[src/rtl/crtm_pkg.sv]
// ----------------------------------------------------------------------------
// crtm_pkg
// Shared types, constants and sequence-generator functions for the CCSDS
// three-mode randomizer.
// ----------------------------------------------------------------------------
package crtm_pkg;

    localparam int ValueWidth  = 16;
    localparam int FormatWidth = 2;
    localparam int SeqWidth    = 8;

    // item format codes
    localparam logic [FormatWidth-1:0] FMT_HARD = 2'd0;
    localparam logic [FormatWidth-1:0] FMT_BYTE = 2'd1;
    localparam logic [FormatWidth-1:0] FMT_SOFT = 2'd2;
    localparam logic [FormatWidth-1:0] FMT_NONE = 2'd3;

    localparam logic [FormatWidth-1:0] FMT_RESET  = FMT_BYTE;
    localparam logic [SeqWidth-1:0]    SEQ_SEED   = 8'hFF;
    localparam logic [ValueWidth-1:0]  SAMPLE_MAX = 16'h7FFF;
    localparam logic [ValueWidth-1:0]  SAMPLE_MIN = 16'h8000;

    typedef logic [FormatWidth-1:0] format_t;
    typedef logic [SeqWidth-1:0]    seq_t;
    typedef logic [ValueWidth-1:0]  value_t;

    typedef struct packed {
        logic   valid;
        value_t data;
    } result_t;

    // One step of h(x) = x^8 + x^7 + x^5 + x^3 + 1, output bit in bit 7.
    function automatic seq_t lfsr_step(input seq_t s);
        logic fb;
        fb = s[7] ^ s[4] ^ s[2] ^ s[0];
        return {s[SeqWidth-2:0], fb};
    endfunction

    // Eight steps; the state before the advance is the byte being used.
    function automatic seq_t lfsr_adv8(input seq_t s);
        seq_t t;
        t = s;
        for (int i = 0; i < SeqWidth; i++)
        begin
            t = lfsr_step(t);
        end
        return t;
    endfunction

endpackage

[src/rtl/crtm_core.sv]
// ----------------------------------------------------------------------------
// crtm_core
// Combinational randomizer datapath: applies the sequence to one request
// in the selected format and computes the next generator state.
// ----------------------------------------------------------------------------
module crtm_core
(
    input  crtm_pkg::format_t item_format,
    input  crtm_pkg::value_t  value,
    input  logic              frame_start,
    input  crtm_pkg::seq_t    lfsr_cur,
    output crtm_pkg::result_t result,
    output crtm_pkg::seq_t    lfsr_next
);
    import crtm_pkg::*;

    seq_t   seq;
    value_t neg;

    // frame start restarts the sequence before this request is used
    assign seq = frame_start ? SEQ_SEED : lfsr_cur;
    assign neg = (value == SAMPLE_MIN) ? SAMPLE_MAX : (~value + value_t'(1));

    always_comb
    begin
        result.valid = 1'b1;
        result.data  = '0;
        lfsr_next    = seq;
        case (item_format)
            FMT_HARD:
            begin
                result.data = {{(ValueWidth-1){1'b0}}, (|value) ^ seq[SeqWidth-1]};
                lfsr_next   = lfsr_step(seq);
            end
            FMT_BYTE:
            begin
                result.data = {{(ValueWidth-SeqWidth){1'b0}}, value[SeqWidth-1:0] ^ seq};
                lfsr_next   = lfsr_adv8(seq);
            end
            FMT_SOFT:
            begin
                result.data = seq[SeqWidth-1] ? neg : value;
                lfsr_next   = lfsr_step(seq);
            end
            default:
            begin
                // unknown format: no result, sequence holds (restart still applies)
                result.valid = 1'b0;
            end
        endcase
    end

endmodule

[src/rtl/ccsds_randomizer_three_mode.sv]
// ----------------------------------------------------------------------------
// ccsds_randomizer_three_mode
// CCSDS pseudo-randomizer (x^8+x^7+x^5+x^3+1, all-ones seed, MSB first)
// for hard-bit, byte and soft-sample streams.
// ----------------------------------------------------------------------------
//
//  channel  | dir | tdata                 | tuser        | notes
//  ---------+-----+-----------------------+--------------+---------------------
//  s_axis   | in  | [15:0] value          | [0] frame_start | input requests
//  m_axis   | out | [15:0] scrambled      | -            | one per request
//  cfg      | in  | [1:0] item_format     | -            | write on cfg_we
//
//  One request per clock; result on m_axis the cycle after acceptance.
//  The 8-bit generator advances up to eight steps combinationally per request.
//  s_axis_tready is low only while a result waits and m_axis_tready is low.
//  Format 3 consumes the request without a result.
//  Reset: item format = byte, generator = all ones, output register empty.
//
module ccsds_randomizer_three_mode
(
    input  logic                   clk,
    input  logic                   rst_n,
    // configuration
    input  logic                   cfg_we,
    input  crtm_pkg::format_t      cfg_wdata,       // [1:0] item_format
    // input stream
    input  logic                   s_axis_tvalid,
    output logic                   s_axis_tready,
    input  crtm_pkg::value_t       s_axis_tdata,    // [15:0] value
    input  logic                   s_axis_tuser,    // [0] frame_start
    // output stream
    output logic                   m_axis_tvalid,
    input  logic                   m_axis_tready,
    output crtm_pkg::value_t       m_axis_tdata     // [15:0] scrambled
);
    import crtm_pkg::*;

    format_t format_reg;
    seq_t    lfsr_reg;
    seq_t    lfsr_next;
    logic    out_valid_reg;
    logic    out_valid_next;
    value_t  out_data_reg;
    result_t res;
    logic    s_acc;

    // output register frees up when empty or being drained this cycle
    assign s_axis_tready = !out_valid_reg || m_axis_tready;
    assign s_acc         = s_axis_tvalid && s_axis_tready;

    crtm_core u_core
    (
        .item_format (format_reg),
        .value       (s_axis_tdata),
        .frame_start (s_axis_tuser),
        .lfsr_cur    (lfsr_reg),
        .result      (res),
        .lfsr_next   (lfsr_next)
    );

    always_comb
    begin
        out_valid_next = out_valid_reg;
        if (s_acc)
        begin
            out_valid_next = res.valid;
        end
        else if (m_axis_tready)
        begin
            out_valid_next = 1'b0;
        end
    end

    always_ff @(posedge clk or negedge rst_n)
    begin
        if (!rst_n)
        begin
            format_reg    <= FMT_RESET;
            lfsr_reg      <= SEQ_SEED;
            out_valid_reg <= 1'b0;
        end
        else
        begin
            if (cfg_we)
            begin
                format_reg <= cfg_wdata;
            end
            if (s_acc)
            begin
                lfsr_reg <= lfsr_next;
            end
            out_valid_reg <= out_valid_next;
        end
    end

    // payload: no reset
    always_ff @(posedge clk)
    begin
        if (s_acc && res.valid)
        begin
            out_data_reg <= res.data;
        end
    end

    assign m_axis_tvalid = out_valid_reg;
    assign m_axis_tdata  = out_data_reg;

    // ------------------------------------------------------------------------
    // Assertions
    // ------------------------------------------------------------------------

    // generator never falls into the all-zero lockup state
    a_lfsr_nonzero: assert property (@(posedge clk) disable iff (!rst_n)
        lfsr_reg != '0)
        else $error("sequence generator reached all-zero state");

    // unknown format consumes the request and leaves no result
    a_none_no_result: assert property (@(posedge clk) disable iff (!rst_n)
        s_acc && format_reg == FMT_NONE |=> !m_axis_tvalid)
        else $error("result produced for unknown format");

    // byte at frame start is scrambled with the seed byte
    a_byte_seed: assert property (@(posedge clk) disable iff (!rst_n)
        s_acc && s_axis_tuser && format_reg == FMT_BYTE |=>
            m_axis_tvalid && m_axis_tdata == {8'h00, $past(s_axis_tdata[7:0]) ^ SEQ_SEED})
        else $error("frame start did not restart the sequence");

    // hard-bit results are a single bit
    a_hard_one_bit: assert property (@(posedge clk) disable iff (!rst_n)
        s_acc && format_reg == FMT_HARD |=> m_axis_tdata[15:1] == '0)
        else $error("hard-bit result wider than one bit");

endmodule
[config.mk]
export PLATFORM = sky130hd
export DESIGN_NAME = ccsds_randomizer_three_mode
export DESIGN_NICKNAME = d
export VERILOG_FILES = /design/src/rtl/crtm_pkg.sv /design/src/rtl/crtm_core.sv /design/src/rtl/ccsds_randomizer_three_mode.sv
export SDC_FILE = /design/constraint.sdc
export NUM_CORES = 1
export LEC_CHECK = 0
export ABC_AREA = 1
export BUFFER_PORTS_ARGS = -buffer_cell sky130_fd_sc_hd__buf_2
export CAP_MARGIN = 20
export CORE_MARGIN = 10
export CORE_UTILIZATION = 34
export CTS_CLUSTER_DIAMETER = 150
export DETAILED_ROUTE_END_ITERATION = 10
export PLACE_DENSITY = 0.64
export SETUP_SLACK_MARGIN = 0.05
export SLEW_MARGIN = 5
export SYNTH_ARGS = -nofsm -noshare
export SYNTH_HDL_FRONTEND = slang
export SYNTH_HIERARCHICAL = 1
export SYNTH_SLANG_ARGS = --single-unit
[constraint.sdc]
create_clock -name clk -period 2.7 [get_ports clk]
set_clock_uncertainty 0.05 [all_clocks]
set_input_delay 0.54 -clock clk [delete_from_list [all_inputs] [get_ports clk]]
set_output_delay 0.54 -clock clk [all_outputs]
set_load 0.02 [all_outputs]
**Yosys cells after proc, flatten, opt, wreduce, memory -nomap -nowiden**

Cells that the tools add are included.

- Register bits after elaboration: 27
- Latch bits: 0
- Bits in writable memories: 0
- ROM bits: 0
- Bits of input ports: 24
- Output and inout bits: 18
- Word-level logic and storage cells: 52
- Memories kept: 0

- Add/subtract/negate cells: 1
- Multipliers: 0
- Div/mod/pow operators: 0
- Magnitude comparators: 0
- Eq/ne operators: 3
- Shifts and indexed selects: 0
- Mux-type cells: 8
- Bitwise gates (word level): 27
- Reductions and logical operators: 9

Operators with widths:

| cell | number |
|---|---|
| 16-bit one-hot mux with 3 select lines | 1 |
| 16-bit two-way mux | 2 |
| 1-bit XOR | 25 |
| 16-bit by 1-bit adder with 16-bit output (second input constant) | 1 |
| 16-bit equality test (second input constant) | 1 |
| 16-bit inverter | 1 |
| 8-bit one-hot mux with 2 select lines | 1 |
| 16-bit OR reduction | 1 |
| 8-bit two-way mux | 1 |
| 8-bit XOR | 1 |
| 1-bit two-way mux | 3 |
| 3-bit OR reduction | 1 |
| 2-bit by 1-bit equality test with 1-bit output (second input constant) | 1 |
| 2-bit equality test (second input constant) | 1 |
| 1-bit logical AND | 2 |
| 2-bit zero test | 1 |
| 2-bit nonzero test | 1 |
| 2-bit OR reduction | 1 |
| 1-bit zero test | 1 |
| 1-bit logical OR | 1 |

**Longest topological paths before layout**

- Word-level depth: 12
- Depth in mapped cells: 20
- Mapped depth without buffers: 19

**Hierarchy**

The synthesis kept the hierarchy.

By module, submodules not included:

| module | times used | cells each | area an instance (um2) | sequential area each (um2) |
|---|---|---|---|---|
| crtm_core | 1 | 242 | 1346.3 | 0.0 |
| ccsds_randomizer_three_mode | 1 | 66 | 947.2 | 767.0 |

**Least setup slack after synthesis**

OpenSTA, ideal clock, no wires.

- Kind: input port to flip-flop
- Start point: in s_axis_tdata[1]
- End point: reg out_data_reg[12] (netlist: m_axis_tdata[12]) (data pin)
- Setup time: 0.167 ns
- Data arrival time: 1.927 ns
- Data required time: 2.483 ns
- Setup slack: 0.556 ns
- Stages on the path: 10
- Path buffers: 0
- Cells stage by stage: inv_1 ha_1 nand3_1 nor3_1 nand2_1 nor2_1 nand4_2 inv_1 nor3_1 a211oi_1

RTL lines:

| item | line | text |
|---|---|---|
| from (decl) | ccsds_randomizer_three_mode.sv:29 | `input crtm_pkg::value_t s_axis_tdata,` |
| to (signal assigned) | ccsds_randomizer_three_mode.sv:101 | `out_data_reg <= res.data;` |
| to (decl) | ccsds_randomizer_three_mode.sv:43 | `value_t out_data_reg;` |

**Final worst setup path**

- Start point: in s_axis_tuser
- End point: reg lfsr_reg[0]

- Cells in the longest elaborated chain, start to end: 12
- Elaborated cells on any way between the ends: 26

RTL lines:

| item | line | text |
|---|---|---|
| from (decl) | ccsds_randomizer_three_mode.sv:30 | `input logic s_axis_tuser,` |
| 8-bit two-way mux * | crtm_core.sv:21 | `assign seq = frame_start ? SEQ_SEED : lfsr_cur;` |
| 1-bit XOR (10 in a row) | crtm_pkg.sv:35 | `fb = s[7] ^ s[4] ^ s[2] ^ s[0];` |
| 8-bit one-hot mux with 2 select lines * | crtm_core.sv:29 | `case (item_format)` |
| named net lfsr_next[0] | ccsds_randomizer_three_mode.sv:40 | `seq_t lfsr_next;` |
| to (signal assigned) | ccsds_randomizer_three_mode.sv:90 | `lfsr_reg <= lfsr_next;` |
| to (decl) | ccsds_randomizer_three_mode.sv:39 | `seq_t lfsr_reg;` |

The timed path passes the listed nets; every way through them passes the cells marked *.
A chain may end at the register's enable or synchronous reset.

==> metrics.txt <==
outcome=finished clean; largest net degree at the start of global routing=17; Post-Syn Area per Cell=about 7.4 um2; CTS Root Cell=clkbuf_8; Vert. Die Dim=around 100 um; GRT overflow=0; max-cap violation count=0; delay-heaviest family, CP=simple AND/OR/NAND/NOR gates; TritonCTS clock tree=done; CTS resizes=0; Post-Syn Instances=between 300 and 400; Achievable Freq=426.9 MHz; sequential share of the synthesized area=33.44%; final cell count without fillers=about 430; ys async rst share=roughly 41%; vias=between 2,000 and 2,500; GRT Total Usage=a little under an eighth; postcts setup bufs=0; initial antenna violation count=0; mapped cell area=between 0.002 and 0.0025 mm2; drt via density=5.023; Post-DRT Antenna Nets=0; I/O pins=between 40 and 50; Multi-input gate area=approximately 0.0013 mm2; PnR worst setup slack=357.5 ps; CP Class=in2reg; FF+latch count, synth=27; worst reg-to-reg path cell count=18; Worst Path Required=roughly 2900 ps; initial core utilization=a little over a third; Setup crit end kind=flip-flop; WL/cell=13.72 um; Final Power=0.001923 W; Synth Flop Type=edfxtp_1; Max rail drop VDD=between 0.4 and 0.5 mV; die area=between 0.01 and 0.015 mm2; Critical Path Fanout Max=9; number of flip-flops under the largest register name=16; die width=between 100 and 150 um; area leader, netlist=edfxtp_1; area growth from synthesis to layout=15.71%; Worst slew margin=63.97%; # diodes=0; CP peak stage delay=430 ps; vias in the first global route=2,137; CP Buf/Inv Count=1; WL final=between 5000 and 6000 um; Final Cycle Share=between 80% and 90%; TNS Setup=0 ps; clk slew on worst S/H paths=90 ps; Synth top cells by count=nand2_1, inv_1, nand3_1; dpl ws=around 76 ps; Core Area=0.006459 mm2; RSZ-0062 raised after global routing=no; cell area power density=just over 700 mW/mm2; Worst R2R Setup Slack=between 400 and 500 ps; ranking of synthesized cells by area=edfxtp_1, nand2_1, dfstp_2; maximum buffer depth of the clock tree=2; Worst-Margin Slew=540.5 ps; Port Buffer Count=41; row count=29; slowest CP cell=buf_2; synth unique cells=38; fill count=slightly below 700; fin area=~0.0027 mm2; placed cell count=429; reg2reg end=lfsr_reg[0]$_DFFE_PN1P_; HPWL Detailed=4824 um; CP Cell Sequence=buf_2 -> nor2_8 -> nand2_1 -> nand3_2 -> nand3_1 -> nand3_2 -> nand2_4 -> nand2_4 -> nand2_2 -> nand2_1 -> nand2_1 -> nand2_1 -> nand2_1 -> nand2_1 -> nand3_1 -> nand2_1 -> nand3_1 -> nand2_1; class of the worst hold path=in2async; top cell type's share of synthesized area=between 20% and 30%; final hold viol count=0; worst r2r src=lfsr_reg[2]$_DFFE_PN1P_; top-count cell post-synth=nand2_1; Syn Nets=333; Initial DRC Count=approximately 130; gpl congestion=~0.9; max-slew violations=0; EDFF count, synth=16; hold_buf cts=0; Leak=1.319 nW; Critical Path Most Common Cell=nand2_1; Tmin final=roughly 2300 ps; final net count=about 380; H-Tree Depth=1; cts bufs inserted=3; layout cell share with drive strength beyond 1=slightly above 30%; DP Area=about 0.0026 mm2; critical path startpoint category=input pin; clock latency on the worst-skew pair=270 ps; TritonRoute pass-1 iters=5; CP Data Arrival Time=between 2000 and 3000 ps; yosys warns=6; first-pass GRT wire length=just over 10,000 um; Final setup violation count=0; register area=between 700 and 800 um2; CTS sink cnt=27; # DRC=0
[where the power goes]
group / internal (W) / leakage [nW] / total [W] / switching, W
logic: 0.000385 / 1.02 / 0.00107 / 0.000687
clock network: 0.000106 / 0.0228 / 0.000228 / 0.000122
registers: 0.000546 / 0.274 / 0.000624 / 0.0000780
total: 0.00104 / 1.32 / 0.00192 / 0.000887
[layer usage]
metal	global-route usage, %	wire (um)	up-vias
met4	2.386	46	0
li1	-	-	1115
met5	0	0	-
met3	2.632	382	4
met2	19.16	2650	69
met1	16.24	2863	987
[area by class of cell]
class	instances	area share, %
inverters	44	6.318
repair buffers	50	10.28
multi-input cells	231	49.17
clock buffers	4	1.697
well taps	77	3.630
flip-flops and latches	27	28.90
[layout by cell type, fill, tap and decap left out, types with 2 or more instances in the layout]
master    synthesis  final
nand2_1          71     71
buf_2             0     41
inv_1            38     38
nand3_1          31     31
o21ai_0          27     27
nor2_1           18     18
edfxtp_1         16     16
nand2_2          13     13
a21oi_1          11     11
dfstp_2           9      9
buf_4             0      9
nand3_2           7      7
xor2_1            7      7
nor2_4            6      6
nand2_4           5      5
inv_2             5      5
o221ai_1          5      5
nor3_1            5      5
or2_2             4      4
clkbuf_8          0      3
dfrtp_1           2      2
nor2_8            2      2
o31ai_1           2      2
a31oi_1           2      2
o21ai_1           2      2
a22oi_1           2      2
[metrics by stage]
| stage | utilization [%] | hold slack, ps |
|---|---|---|
| floorplan | - | 194.4 |
| global placement | 40.39 | 367.7 |
| detailed placement | 40.39 | 373.5 |
| CTS | 41.09 | 64.45 |
| global route | 41.09 | 61.52 |
| finish | 41.09 | 67.93 |
[cells by family after synthesis]
group,share of synthesized area [%]
adder cells (fa/ha/maj),0.5455
flip-flops,33.44
AO/OA/AOI/OAI,13.58
buffers and inverters,9.657
XOR/XNOR,3.765
AND/OR/NAND/NOR,39.01
[worst max path at each step]
stage / from / endpoint / slack (ps) / cells after the start
floorplan: s_axis_tdata[1] / m_axis_tdata[12]$_DFFE_PP_ / 560 / 10
global placement: s_axis_tuser / lfsr_reg[0]$_DFFE_PN1P_ / 130 / 17
detailed placement: s_axis_tuser / lfsr_reg[0]$_DFFE_PN1P_ / 80 / 18
CTS: s_axis_tuser / lfsr_reg[0]$_DFFE_PN1P_ / 380 / 19
global route: s_axis_tuser / lfsr_reg[0]$_DFFE_PN1P_ / 160 / 19
finish: s_axis_tuser / lfsr_reg[0]$_DFFE_PN1P_ / 360 / 18
(Power assumes the default switching activity.)
